[src/design/sqm_pkg.sv]
// ----------------------------------------------------------------------------
// sqm_pkg: shared types and constants of the quad mesh connectivity unit
// Field widths, register indexes, cell codes and the pipeline side-band.
// ----------------------------------------------------------------------------
`default_nettype none

package sqm_pkg;

    localparam int MAX_CELLS_SIDE_DEF = 1024;

    localparam int CELL_W   = 11;               // cells_x / cells_y register width
    localparam int CELL_MAX = 2**CELL_W - 1;
    localparam int SUM_W    = CELL_W + 1;       // nx + ny
    localparam int EDGE_W   = CELL_W + 2;       // 2 * (nx + ny)
    localparam int AREA_W   = 2 * CELL_W;       // nx * ny
    localparam int PITCH_W  = CELL_W + 2;       // node row pitch, up to 4*nx+2
    localparam int MUL_W    = CELL_W + PITCH_W;
    localparam int POS_W    = 21;
    localparam int NODE_W   = 23;
    localparam int TOTAL_W  = 23;
    localparam int CNT_W    = 4;
    localparam int CODE_W   = 5;
    localparam int NODES    = 9;

    // divider: one quotient bit per step, DIV_BITS steps per stage (fewer in the last)
    localparam int DIV_BITS   = 3;
    localparam int DIV_STAGES = (CELL_W + DIV_BITS - 1) / DIV_BITS;

    // configuration port
    localparam int DATA_W    = 32;
    localparam int ADDR_W    = 4;
    localparam int REG_IDX_W = 2;
    localparam logic [REG_IDX_W-1:0] REG_KIND    = 2'd0;
    localparam logic [REG_IDX_W-1:0] REG_CELLS_X = 2'd1;
    localparam logic [REG_IDX_W-1:0] REG_CELLS_Y = 2'd2;

    localparam logic [CNT_W-1:0] CNT_LINE2 = 4'd2;
    localparam logic [CNT_W-1:0] CNT_LINE3 = 4'd3;
    localparam logic [CNT_W-1:0] CNT_QUAD4 = 4'd4;
    localparam logic [CNT_W-1:0] CNT_QUAD8 = 4'd8;
    localparam logic [CNT_W-1:0] CNT_QUAD9 = 4'd9;

    localparam logic [CODE_W-1:0] CODE_LINE2 = 5'd3;
    localparam logic [CODE_W-1:0] CODE_LINE3 = 5'd4;
    localparam logic [CODE_W-1:0] CODE_QUAD4 = 5'd9;
    localparam logic [CODE_W-1:0] CODE_QUAD8 = 5'd23;
    localparam logic [CODE_W-1:0] CODE_QUAD9 = 5'd28;

    typedef enum logic [1:0] {
        KIND_QUAD4 = 2'd0,
        KIND_QUAD8 = 2'd1,
        KIND_QUAD9 = 2'd2,
        KIND_NONE  = 2'd3
    } t_kind;

    typedef enum logic [1:0] {
        SIDE_LEFT   = 2'd0,
        SIDE_RIGHT  = 2'd1,
        SIDE_BOTTOM = 2'd2,
        SIDE_TOP    = 2'd3
    } t_side;

    typedef logic [NODE_W-1:0] t_node;

    // travels with each request alongside the divider
    typedef struct packed {
        logic              beyond;
        logic              is_edge;
        t_side             side;
        logic [CELL_W-1:0] rm1;     // row - 1 of the adjacent bulk cell
        logic [CELL_W-1:0] cm1;     // column - 1
    } t_meta;

endpackage

`default_nettype wire

[src/design/sqm_div.sv]
// ----------------------------------------------------------------------------
// sqm_div: pipelined restoring divider
// Splits a bulk offset into row and column by the cell column count,
// DIV_BITS quotient bits per stage (fewer in the last), with a side-band that rides along.
// ----------------------------------------------------------------------------
`default_nettype none

module sqm_div (
    input  logic                        i_clk,
    input  logic                        i_rst_n,
    input  logic                        i_valid,
    input  logic [sqm_pkg::POS_W-1:0]   i_dividend,
    input  logic [sqm_pkg::CELL_W-1:0]  i_divisor,
    input  sqm_pkg::t_meta              i_meta,
    output logic                        o_valid,
    output logic [sqm_pkg::CELL_W-1:0]  o_quot,
    output logic [sqm_pkg::CELL_W-1:0]  o_rem,
    output sqm_pkg::t_meta              o_meta
);
    import sqm_pkg::*;

    logic              r_valid [DIV_STAGES];
    logic [POS_W-1:0]  r_rem   [DIV_STAGES];
    logic [CELL_W-1:0] r_quot  [DIV_STAGES];
    t_meta             r_meta  [DIV_STAGES];

    logic              w_valid_in [DIV_STAGES];
    logic [POS_W-1:0]  w_rem_in   [DIV_STAGES];
    logic [CELL_W-1:0] w_quot_in  [DIV_STAGES];
    t_meta             w_meta_in  [DIV_STAGES];

    logic [POS_W-1:0]  n_rem  [DIV_STAGES];
    logic [CELL_W-1:0] n_quot [DIV_STAGES];

    for (genvar s = 0; s < DIV_STAGES; s++) begin : g_link
        if (s == 0) begin : g_first
            assign w_valid_in[s] = i_valid;
            assign w_rem_in[s]   = i_dividend;
            assign w_quot_in[s]  = '0;
            assign w_meta_in[s]  = i_meta;
        end else begin : g_next
            assign w_valid_in[s] = r_valid[s-1];
            assign w_rem_in[s]   = r_rem[s-1];
            assign w_quot_in[s]  = r_quot[s-1];
            assign w_meta_in[s]  = r_meta[s-1];
        end
    end

    // quotient bits come out MSB first and shift in from the right
    always_comb begin
        logic [POS_W-1:0]  v_rem;
        logic [CELL_W-1:0] v_quot;
        logic [POS_W-1:0]  v_dvs;
        logic              v_ge;
        int                b;
        for (int s = 0; s < DIV_STAGES; s++) begin
            v_rem  = w_rem_in[s];
            v_quot = w_quot_in[s];
            for (int j = 0; j < DIV_BITS; j++) begin
                b = CELL_W - 1 - s * DIV_BITS - j;
                if (b >= 0) begin
                    v_dvs  = POS_W'(i_divisor) << b;
                    v_ge   = (v_rem >= v_dvs);
                    if (v_ge) begin
                        v_rem = v_rem - v_dvs;
                    end
                    v_quot = {v_quot[CELL_W-2:0], v_ge};
                end
            end
            n_rem[s]  = v_rem;
            n_quot[s] = v_quot;
        end
    end

    always_ff @(posedge i_clk) begin
        if (!i_rst_n) begin
            for (int s = 0; s < DIV_STAGES; s++) begin
                r_valid[s] <= 1'b0;
            end
        end else begin
            for (int s = 0; s < DIV_STAGES; s++) begin
                r_valid[s] <= w_valid_in[s];
            end
        end
    end

    always_ff @(posedge i_clk) begin
        for (int s = 0; s < DIV_STAGES; s++) begin
            r_rem[s]  <= n_rem[s];
            r_quot[s] <= n_quot[s];
            r_meta[s] <= w_meta_in[s];
        end
    end

    assign o_valid = r_valid[DIV_STAGES-1];
    assign o_quot  = r_quot[DIV_STAGES-1];
    assign o_rem   = r_rem[DIV_STAGES-1][CELL_W-1:0];
    assign o_meta  = r_meta[DIV_STAGES-1];

endmodule

`default_nettype wire

[src/design/structured_quad_mesh_connectivity_unit.sv]
// ----------------------------------------------------------------------------
// structured_quad_mesh_connectivity_unit: element lookup of a structured quad mesh
// Pipeline: a request taken at a rising edge passes through 2 stages of range
//   check and side classification, 4 divider stages, 1 multiply stage and 3
//   node/selection stages before its result shows with o_done high.
// Throughput: one request per cycle; busy never rises, the pipeline has no stall.
// Reset clears the pipeline valid bits and sets kind 0, cells_x = cells_y = 1.
// ----------------------------------------------------------------------------
`default_nettype none

module structured_quad_mesh_connectivity_unit #(
    parameter int MAX_CELLS_SIDE = sqm_pkg::MAX_CELLS_SIDE_DEF
) (
    input  logic                        i_clk,
    input  logic                        i_rst_n,
    input  logic                        psel,
    input  logic                        penable,
    input  logic                        pwrite,
    input  logic [sqm_pkg::ADDR_W-1:0]  paddr,
    input  logic [sqm_pkg::DATA_W-1:0]  pwdata,
    output logic [sqm_pkg::DATA_W-1:0]  prdata,
    output logic                        pready,
    input  logic                        start,
    output logic                        busy,
    input  logic [sqm_pkg::POS_W-1:0]   i_element_position,
    output logic                        o_done,
    output logic                        o_beyond_range,
    output logic [sqm_pkg::CNT_W-1:0]   o_node_count,
    output logic [sqm_pkg::CODE_W-1:0]  o_cell_code,
    output logic [sqm_pkg::NODE_W-1:0]  o_node_a,
    output logic [sqm_pkg::NODE_W-1:0]  o_node_b,
    output logic [sqm_pkg::NODE_W-1:0]  o_node_c,
    output logic [sqm_pkg::NODE_W-1:0]  o_node_d,
    output logic [sqm_pkg::NODE_W-1:0]  o_node_e,
    output logic [sqm_pkg::NODE_W-1:0]  o_node_f,
    output logic [sqm_pkg::NODE_W-1:0]  o_node_g,
    output logic [sqm_pkg::NODE_W-1:0]  o_node_h,
    output logic [sqm_pkg::NODE_W-1:0]  o_node_i
);
    import sqm_pkg::*;

    localparam int CLAMP_MAX = (MAX_CELLS_SIDE > CELL_MAX) ? CELL_MAX : MAX_CELLS_SIDE;
    localparam logic [CELL_W-1:0] CLAMP_V = CELL_W'(CLAMP_MAX);
    localparam int LATENCY = DIV_STAGES + 6;

    // ---------------- configuration registers ----------------
    t_kind                r_kind;
    logic [CELL_W-1:0]    r_cells_x;
    logic [CELL_W-1:0]    r_cells_y;
    logic                 w_cfg_wr;
    logic [REG_IDX_W-1:0] w_idx;

    assign pready   = 1'b1;
    assign busy     = 1'b0;
    assign w_cfg_wr = psel & penable & pwrite & pready;
    assign w_idx    = paddr[ADDR_W-1:ADDR_W-REG_IDX_W];

    always_ff @(posedge i_clk) begin
        if (!i_rst_n) begin
            r_kind    <= KIND_QUAD4;
            r_cells_x <= CELL_W'(1);
            r_cells_y <= CELL_W'(1);
        end else if (w_cfg_wr) begin
            unique case (w_idx)
                REG_KIND:    r_kind    <= t_kind'(pwdata[1:0]);
                REG_CELLS_X: r_cells_x <= pwdata[CELL_W-1:0];
                REG_CELLS_Y: r_cells_y <= pwdata[CELL_W-1:0];
                default: ;
            endcase
        end
    end

    always_comb begin
        unique case (w_idx)
            REG_KIND:    prdata = DATA_W'(r_kind);
            REG_CELLS_X: prdata = DATA_W'(r_cells_x);
            REG_CELLS_Y: prdata = DATA_W'(r_cells_y);
            default:     prdata = '0;
        endcase
    end

    function automatic logic [CELL_W-1:0] clamp_cells(input logic [CELL_W-1:0] v);
        if (v == '0) return CELL_W'(1);
        if (v > CLAMP_V) return CLAMP_V;
        return v;
    endfunction

    logic [CELL_W-1:0] w_nx;
    logic [CELL_W-1:0] w_ny;
    assign w_nx = clamp_cells(r_cells_x);
    assign w_ny = clamp_cells(r_cells_y);

    // ---------------- stage A: take request, area ----------------
    logic              r_a_valid;
    logic [POS_W-1:0]  r_a_pos;
    logic [AREA_W-1:0] r_a_area;

    always_ff @(posedge i_clk) begin
        if (!i_rst_n) r_a_valid <= 1'b0;
        else          r_a_valid <= start & ~busy;
    end

    always_ff @(posedge i_clk) begin
        r_a_pos  <= i_element_position;
        r_a_area <= AREA_W'(w_nx) * AREA_W'(w_ny);
    end

    // ---------------- stage B: range check, side ----------------
    logic [SUM_W-1:0]   w_sum;
    logic [EDGE_W-1:0]  w_edges;
    logic [TOTAL_W-1:0] w_total;
    logic [POS_W-1:0]   w_ny_p;
    logic [POS_W-1:0]   w_2ny;
    logic [POS_W-1:0]   w_lim_b;
    logic [POS_W-1:0]   w_edges_p;
    logic [POS_W-1:0]   w_d_right;
    logic [POS_W-1:0]   w_d_bottom;
    logic [POS_W-1:0]   w_d_top;
    t_meta              n_b_meta;

    assign w_sum      = SUM_W'(w_nx) + SUM_W'(w_ny);
    assign w_edges    = {w_sum, 1'b0};
    assign w_total    = TOTAL_W'(r_a_area) + TOTAL_W'(w_edges);
    assign w_ny_p     = POS_W'(w_ny);
    assign w_2ny      = POS_W'({w_ny, 1'b0});
    assign w_lim_b    = w_2ny + POS_W'(w_nx);
    assign w_edges_p  = POS_W'(w_edges);
    assign w_d_right  = r_a_pos - w_ny_p;
    assign w_d_bottom = r_a_pos - w_2ny;
    assign w_d_top    = r_a_pos - w_lim_b;

    always_comb begin
        n_b_meta.beyond  = (r_kind == KIND_NONE) || (TOTAL_W'(r_a_pos) >= w_total);
        n_b_meta.is_edge = 1'b1;
        n_b_meta.side    = SIDE_LEFT;
        n_b_meta.rm1     = '0;
        n_b_meta.cm1     = '0;
        priority if (r_a_pos < w_ny_p) begin
            n_b_meta.rm1  = r_a_pos[CELL_W-1:0];
        end else if (r_a_pos < w_2ny) begin
            n_b_meta.side = SIDE_RIGHT;
            n_b_meta.rm1  = w_d_right[CELL_W-1:0];
            n_b_meta.cm1  = w_nx - CELL_W'(1);
        end else if (r_a_pos < w_lim_b) begin
            n_b_meta.side = SIDE_BOTTOM;
            n_b_meta.cm1  = w_d_bottom[CELL_W-1:0];
        end else if (r_a_pos < w_edges_p) begin
            n_b_meta.side = SIDE_TOP;
            n_b_meta.rm1  = w_ny - CELL_W'(1);
            n_b_meta.cm1  = w_d_top[CELL_W-1:0];
        end else begin
            n_b_meta.is_edge = 1'b0;
        end
    end

    logic             r_b_valid;
    t_meta            r_b_meta;
    logic [POS_W-1:0] r_b_q;

    always_ff @(posedge i_clk) begin
        if (!i_rst_n) r_b_valid <= 1'b0;
        else          r_b_valid <= r_a_valid;
    end

    always_ff @(posedge i_clk) begin
        r_b_meta <= n_b_meta;
        r_b_q    <= r_a_pos - w_edges_p;   // bulk offset
    end

    // ---------------- divider: row and column of bulk cells ----------------
    logic              d_valid;
    logic [CELL_W-1:0] d_quot;
    logic [CELL_W-1:0] d_rem;
    t_meta             d_meta;

    sqm_div u_div (
        .i_clk      (i_clk),
        .i_rst_n    (i_rst_n),
        .i_valid    (r_b_valid),
        .i_dividend (r_b_q),
        .i_divisor  (w_nx),
        .i_meta     (r_b_meta),
        .o_valid    (d_valid),
        .o_quot     (d_quot),
        .o_rem      (d_rem),
        .o_meta     (d_meta)
    );

    // ---------------- stage M: row base ----------------
    logic [CELL_W-1:0]  w_row;
    logic [CELL_W-1:0]  w_col;
    logic [PITCH_W-1:0] w_pitch;
    logic [MUL_W-1:0]   w_prod;

    assign w_row = d_meta.is_edge ? d_meta.rm1 : d_quot;
    assign w_col = d_meta.is_edge ? d_meta.cm1 : d_rem;

    always_comb begin
        unique case (r_kind)
            KIND_QUAD4: w_pitch = PITCH_W'(w_nx) + PITCH_W'(1);
            KIND_QUAD8: w_pitch = PITCH_W'({w_nx, 1'b0}) + PITCH_W'(w_nx) + PITCH_W'(2);
            KIND_QUAD9: w_pitch = PITCH_W'({w_nx, 2'b00}) + PITCH_W'(2);
            KIND_NONE:  w_pitch = '0;
        endcase
    end

    assign w_prod = MUL_W'(w_row) * MUL_W'(w_pitch);

    logic               r_m_valid;
    t_meta              r_m_meta;
    t_node              r_m_base;
    logic [CELL_W-1:0]  r_m_col;
    logic [PITCH_W-1:0] r_m_pitch;

    always_ff @(posedge i_clk) begin
        if (!i_rst_n) r_m_valid <= 1'b0;
        else          r_m_valid <= d_valid;
    end

    always_ff @(posedge i_clk) begin
        r_m_meta  <= d_meta;
        r_m_base  <= w_prod[NODE_W-1:0];
        r_m_col   <= w_col;
        r_m_pitch <= w_pitch;
    end

    // ---------------- stage F: first corner and left mid-side ----------------
    t_node w_col_n;
    t_node w_nx_n;
    t_node n_f_n1;
    t_node n_f_n8;

    assign w_col_n = NODE_W'(r_m_col);
    assign w_nx_n  = NODE_W'(w_nx);

    always_comb begin
        unique case (r_kind)
            KIND_QUAD4: begin
                n_f_n1 = r_m_base + w_col_n + NODE_W'(1);
                n_f_n8 = '0;
            end
            KIND_QUAD8: begin
                n_f_n1 = r_m_base + (w_col_n << 1) + NODE_W'(1);
                n_f_n8 = r_m_base + (w_nx_n << 1) + w_col_n + NODE_W'(2);
            end
            KIND_QUAD9: begin
                n_f_n1 = r_m_base + (w_col_n << 1) + NODE_W'(1);
                n_f_n8 = r_m_base + (w_nx_n << 1) + (w_col_n << 1) + NODE_W'(2);
            end
            KIND_NONE: begin
                n_f_n1 = '0;
                n_f_n8 = '0;
            end
        endcase
    end

    logic               r_f_valid;
    t_meta              r_f_meta;
    t_node              r_f_n1;
    t_node              r_f_n8;
    logic [PITCH_W-1:0] r_f_pitch;

    always_ff @(posedge i_clk) begin
        if (!i_rst_n) r_f_valid <= 1'b0;
        else          r_f_valid <= r_m_valid;
    end

    always_ff @(posedge i_clk) begin
        r_f_meta  <= r_m_meta;
        r_f_n1    <= n_f_n1;
        r_f_n8    <= n_f_n8;
        r_f_pitch <= r_m_pitch;
    end

    // ---------------- stage G: all nine nodes of the cell ----------------
    t_node w_step;
    t_node w_p;
    t_node n_g_n [NODES];

    // corner step along x: 1 on the four-node grid, 2 on the others
    assign w_step = (r_kind == KIND_QUAD4) ? NODE_W'(1) : NODE_W'(2);
    assign w_p    = NODE_W'(r_f_pitch);

    always_comb begin
        n_g_n[0] = r_f_n1;
        n_g_n[1] = r_f_n1 + w_step;
        n_g_n[2] = r_f_n1 + w_step + w_p;
        n_g_n[3] = r_f_n1 + w_p;
        n_g_n[4] = r_f_n1 + NODE_W'(1);
        n_g_n[5] = r_f_n8 + ((r_kind == KIND_QUAD8) ? NODE_W'(1) : NODE_W'(2));
        n_g_n[6] = r_f_n1 + w_step + w_p - NODE_W'(1);
        n_g_n[7] = r_f_n8;
        n_g_n[8] = r_f_n8 + NODE_W'(1);
    end

    logic  r_g_valid;
    t_meta r_g_meta;
    t_node r_g_n [NODES];

    always_ff @(posedge i_clk) begin
        if (!i_rst_n) r_g_valid <= 1'b0;
        else          r_g_valid <= r_f_valid;
    end

    always_ff @(posedge i_clk) begin
        r_g_meta <= r_f_meta;
        for (int k = 0; k < NODES; k++) begin
            r_g_n[k] <= n_g_n[k];
        end
    end

    // ---------------- stage O: pick slots, output register ----------------
    t_node             n_o_node [NODES];
    logic [CNT_W-1:0]  n_o_count;
    logic [CODE_W-1:0] n_o_code;

    always_comb begin
        t_node v_first;
        t_node v_mid;
        t_node v_last;
        for (int k = 0; k < NODES; k++) begin
            n_o_node[k] = '0;
        end
        n_o_count = '0;
        n_o_code  = '0;
        unique case (r_g_meta.side)
            SIDE_LEFT: begin
                v_first = r_g_n[3]; v_mid = r_g_n[7]; v_last = r_g_n[0];
            end
            SIDE_RIGHT: begin
                v_first = r_g_n[1]; v_mid = r_g_n[5]; v_last = r_g_n[2];
            end
            SIDE_BOTTOM: begin
                v_first = r_g_n[0]; v_mid = r_g_n[4]; v_last = r_g_n[1];
            end
            SIDE_TOP: begin
                v_first = r_g_n[2]; v_mid = r_g_n[6]; v_last = r_g_n[3];
            end
        endcase
        if (!r_g_meta.beyond) begin
            if (r_g_meta.is_edge) begin
                n_o_node[0] = v_first;
                if (r_kind == KIND_QUAD4) begin
                    n_o_node[1] = v_last;
                    n_o_count   = CNT_LINE2;
                    n_o_code    = CODE_LINE2;
                end else begin
                    n_o_node[1] = v_mid;
                    n_o_node[2] = v_last;
                    n_o_count   = CNT_LINE3;
                    n_o_code    = CODE_LINE3;
                end
            end else begin
                unique case (r_kind)
                    KIND_QUAD4: begin
                        for (int k = 0; k < 4; k++) n_o_node[k] = r_g_n[k];
                        n_o_count = CNT_QUAD4;
                        n_o_code  = CODE_QUAD4;
                    end
                    KIND_QUAD8: begin
                        for (int k = 0; k < 8; k++) n_o_node[k] = r_g_n[k];
                        n_o_count = CNT_QUAD8;
                        n_o_code  = CODE_QUAD8;
                    end
                    KIND_QUAD9: begin
                        for (int k = 0; k < NODES; k++) n_o_node[k] = r_g_n[k];
                        n_o_count = CNT_QUAD9;
                        n_o_code  = CODE_QUAD9;
                    end
                    KIND_NONE: ;    // always beyond range
                endcase
            end
        end
    end

    logic              r_o_valid;
    logic              r_o_beyond;
    logic [CNT_W-1:0]  r_o_count;
    logic [CODE_W-1:0] r_o_code;
    t_node             r_o_node [NODES];

    always_ff @(posedge i_clk) begin
        if (!i_rst_n) r_o_valid <= 1'b0;
        else          r_o_valid <= r_g_valid;
    end

    always_ff @(posedge i_clk) begin
        r_o_beyond <= r_g_meta.beyond;
        r_o_count  <= n_o_count;
        r_o_code   <= n_o_code;
        for (int k = 0; k < NODES; k++) begin
            r_o_node[k] <= n_o_node[k];
        end
    end

    assign o_done         = r_o_valid;
    assign o_beyond_range = r_o_beyond;
    assign o_node_count   = r_o_count;
    assign o_cell_code    = r_o_code;
    assign o_node_a       = r_o_node[0];
    assign o_node_b       = r_o_node[1];
    assign o_node_c       = r_o_node[2];
    assign o_node_d       = r_o_node[3];
    assign o_node_e       = r_o_node[4];
    assign o_node_f       = r_o_node[5];
    assign o_node_g       = r_o_node[6];
    assign o_node_h       = r_o_node[7];
    assign o_node_i       = r_o_node[8];

    // ---------------- assertions ----------------
    logic w_accept;
    assign w_accept = start & ~busy;

    a_request_done: assert property (@(posedge i_clk) disable iff (!i_rst_n)
        w_accept |-> ##LATENCY o_done)
        else $error("request did not produce a result at the expected cycle");

    a_done_has_request: assert property (@(posedge i_clk) disable iff (!i_rst_n)
        o_done |-> $past(w_accept, LATENCY))
        else $error("result strobe without a matching request");

    a_beyond_zero: assert property (@(posedge i_clk) disable iff (!i_rst_n)
        (o_done && o_beyond_range) |-> (o_node_count == '0 && o_cell_code == '0 &&
            o_node_a == '0 && o_node_b == '0 && o_node_i == '0))
        else $error("out-of-range result carries nonzero fields");

endmodule

`default_nettype wire
[config.mk]
export PLATFORM = sky130hd
export DESIGN_NAME = structured_quad_mesh_connectivity_unit
export DESIGN_NICKNAME = d
export VERILOG_FILES = /design/src/design/sqm_pkg.sv /design/src/design/sqm_div.sv /design/src/design/structured_quad_mesh_connectivity_unit.sv
export SDC_FILE = /design/constraint.sdc
export NUM_CORES = 2
export LEC_CHECK = 0
export BUFFER_PORTS_ARGS = -buffer_cell sky130_fd_sc_hd__buf_4
export CAP_MARGIN = 20
export CORE_MARGIN = 1
export CORE_UTILIZATION = 52
export CTS_CLUSTER_SIZE = 20
export DETAILED_ROUTE_END_ITERATION = 6
export GPL_ROUTABILITY_DRIVEN = 0
export HOLD_SLACK_MARGIN = 0.15
export PLACE_DENSITY_LB_ADDON = 0.15
export SYNTH_ARGS = -nofsm -noshare
export SYNTH_HDL_FRONTEND = slang
export SYNTH_SLANG_ARGS = --single-unit
[constraint.sdc]
create_clock -name i_clk -period 10.4 [get_ports i_clk]
set_clock_uncertainty 0.05 [all_clocks]
set_input_delay 2.08 -clock i_clk [delete_from_list [all_inputs] [get_ports i_clk]]
set_output_delay 2.08 -clock i_clk [all_outputs]
set_load 0.05 [all_outputs]
==> parameters.txt <==
Parameter                              Value

STA
  Number of setup violations in the final report    0
  Tcrit/Tclk final    between 90% and 100%
  Setup repair after global routing missed its margin    no
  Final Hold Viols    0
  Final worst hold slack    258 ps
  Final Critical Period    9580 ps
  Fmax achieved    104 MHz
  Accumulated negative setup slack    0 ps
  Least-Margin Pin Slew    around 1100 ps
  Max_slew headroom    between 20 and 30%
  Final max-slew violation count    0

Floorplanning
  Standard-cell rows    114
  Die Span X    315 um
  Die Y-Extent    315 um
  Number of I/O pins    about 320
  Initial standard-cell utilization of the core    between 50% and 60%
  Die ar.    99300 um2
  Placeable core region    a little under 100000 um2

Yosys
  Yosys reg bits    just under 900
  Post-Synthesis Cells    ~5500
  Mapped Area    approximately 51000 um2
  Post-synth EDFFs    0
  Simple-Gate Fraction of Synth Area    15.3%
  Sequential fraction of the synthesis area    between 30 and 40%
  Commonest register cell after synthesis    dfxtp_1
  Syn Area/Cell    between 9 and 10 um2
  Adder-cell area share of the yosys netlist    20.1%
  Post-synthesis cell type count    86
  Compound-gate portion of the synthesized area    about an eighth
  Proportion of synthesized flip-flops having asynchronous set or reset    0%
  Fraction of synthesized area in multiplexers    5.16%
  Combinational family with the most area after synthesis    adder cells
  XOR/XNOR share of the synthesized area    under 10%
  Warnings, synthesis    0

Clocking
  H-Tree Depth    3
  # Post-CTS Setup Buffers    0
  Root Driver    clkbuf_16
  Clock insertion delay at the later pin of the skew report    690 ps
  # clock sinks    about 870
  CTS Buffer Depth    3
  Clock slew seen by the registers of the worst setup and hold paths    roughly 70 ps
  CTS tree    yes
  Total CTS buffers    90

Placement
  Hpwl dp    109000 um
  Buffers added on ports    268
  Post-placement cell count    approximately 7000

Layout
  Area taken by multi-input logic gates    approximately 31000 um2
  Most frequent standard cell in the layout excluding fill and tap cells    dfxtp_1
  Share of layout cells above drive strength 1    11.8%
  Storage cell area    about 17000 um2
  # diodes    0
  Net count of the finished layout    between 6000 and 7000
  Area grow syn2layout    13.1%
  Leading cell types in the layout, fill and taps excluded    dfxtp_1, nand2_1, ha_1
  Total of fill cells in the finished design    8405
  Share of the core filled with cells in the final layout    just under 60%
  Cell Count, Final, Fillers Out    a little over 7000

Global route
  Overall Global Routing Usage    around 28%
  Global-route wire length before repair    217000 um
  Largest net degree at the start of global routing    116
  Overflow left after global routing    0
  Antenna violations before repair    0
  Via count of the first global-routing pass    around 39000

Setup path
  Crit. End Element    flip-flop
  Crit path max-delay family    simple AND/OR/NAND/NOR gates
  Arrival time reported for the critical path endpoint    a little over 10000 ps
  Classification of the worst setup path    reg2reg
  Number of buffers and inverters on the critical path    2
  Critical Path Max Stage Delay    710 ps
  Crit Path Max Fanout    24
  Critical path's most frequent cell    a21oi_1
  CP Data Required Time    ~11000 ps
  Critical Path Source Type    flip-flop
  Cell at the slowest stage of the critical path    or3_1

Route
  Post-detailed-route via-to-cell ratio    roughly 5.6
  Post-detailed-routing wire length    141000 um
  Routed vias    39600
  DR WL/cell    about 20 um
  Drt first-iter violations    between 2000 and 3000
  Detailed-routing iteration count for the pre-antenna-repair pass    7
  Post-route ant nets    0
  Detailed-route DRC error count    between 40 and 50

Run status
  Failing checks    DRC
  Result of the run    complete, but fails checks

Flow run
  Max-capacitance violation count    0

Pwr
  Worst VDD drop    209 uV
  Reported leakage power    between 0.02 and 0.03 uW
  Power density over cell area    285 nW/um2

Min path
  Classification of the worst-slack hold path    reg2reg
==> kinds of logic after synthesis <==
group           count (synthesis)
simple gates                 1625
compound gates                987
flops                         872
buf+inv                       704
fa+ha+maj                     695
xor+xnor                      414
mux                           168
other cells                     2
==> metal layers <==
layer / share of wire [%] / vias up / track usage, %
met2: 48 / 1295 / 48.9
met3: 5.3 / 372 / 3.79
li1: - / 19200 / -
met5: 0 / - / 0
met4: 7.1 / 0 / 18.4
met1: 39 / 18700 / 32.5
==> worst reg2reg max path: cells and delay by family (launching register included) <==
kind                       cells  cell delay [ps]
and+or+nand+nor               13             3540
AOI/OAI and AO/OA             15             3400
adders and majority gates      4             1330
muxes                          1              370
DFF                            1              340
buffers and inverters          2              320
xor gates and xnor gates       1              130
==> layout make-up <==
cell class	instances	share of cell area, %
Sequential cell	872	30.3
Tap cell	1276	2.77
Multi-Input combinational cell	3912	53.6
Clock inverter	44	1.18
Timing Repair Buffer	341	4.47
Inverter	493	3.21
Clock buffer	123	4.47
==> metrics by stage <==
step           instance area [um2]  setup slack, ps  total power (uW)
2_1_floorplan                51100              965             11000
3_3_place_gp                 54400              814             12700
3_5_place_dp                 54400              682             12900
4_1_cts                      57700              641             16400
5_1_grt                      57700             54.0             17600
6_report                     57700              816             16400
==> Yosys cell counts, types with 15 or more instances <==
cell      count  area, um2
a31oi_1      20        125
nor3_1       82        410
inv_1       478       1790
ha_1        489       6120
nor2_1      401       1510
o211ai_1     23        173
o21a_1       38        285
a22oi_1      27        203
o21ai_0     206       1030
clkbuf_1    166        623
mux2_2       68        766
xor2_1      129       1130
buf_4        25        188
o31ai_1      15        113
a21boi_0     65        488
mux2i_1      30        300
a22o_1       62        543
buf_1        18       67.6
nand2b_1     51        319
nand4_1      49        307
a21oi_1     246       1230
o22ai_1      15       93.8
nor2b_1      89        557
o21bai_1     33        248
or3_1        20        125
a211oi_1     31        233
and2_1       65        407
xnor2_1     285       2500
and3_1      158        988
nand2_1     504       1890
dfxtp_1     872      17500
nor4_1       31        194
a221oi_1     22        193
nand3_1     113        566
mux4_2       69       1550
fa_1        205       4100
a21o_1       89        668
==> power by group <==
group / switching, uW / internal, uW
Sequential: 559 / 3950
Clock: 1420 / 2040
Combinational: 4780 / 3670
==> worst paths after layout <==
path | startpoint | to | slack, ps | cells past startpoint
worst max-delay path | r_cells_x[6] | u_div.r_rem[1][16] | 820 | 36
worst min-delay path | u_div.r_meta[0][0] | u_div.r_meta[1][0] | 260 | 0
worst max register to register | r_cells_x[6] | u_div.r_rem[1][16] | 820 | 36
worst min register to register | u_div.r_meta[0][0] | u_div.r_meta[1][0] | 260 | 0
==> registers in the layout (all words and copies together), names as in the netlist, 11 cells and up <==
register and cells:
r_f_pitch 13, u_div.r_quot 29, u_div.r_rem 74, r_m_pitch 13, r_f_n1 23, r_a_pos 21
r_cells_y 11, r_m_col 11, r_g_n 207, r_cells_x 11, r_b_q 21, u_div.r_meta 104
r_m_base 23, r_b_meta 26, r_a_area 22, r_f_n8 23, r_o_node 207
==> what timing repair did <==
item,in CTS,in global routing
resized for setup,0,2
hold buffers,0,0
setup endpoints to repair,0,22
Note: power is estimated with default switching activity, not from simulation.
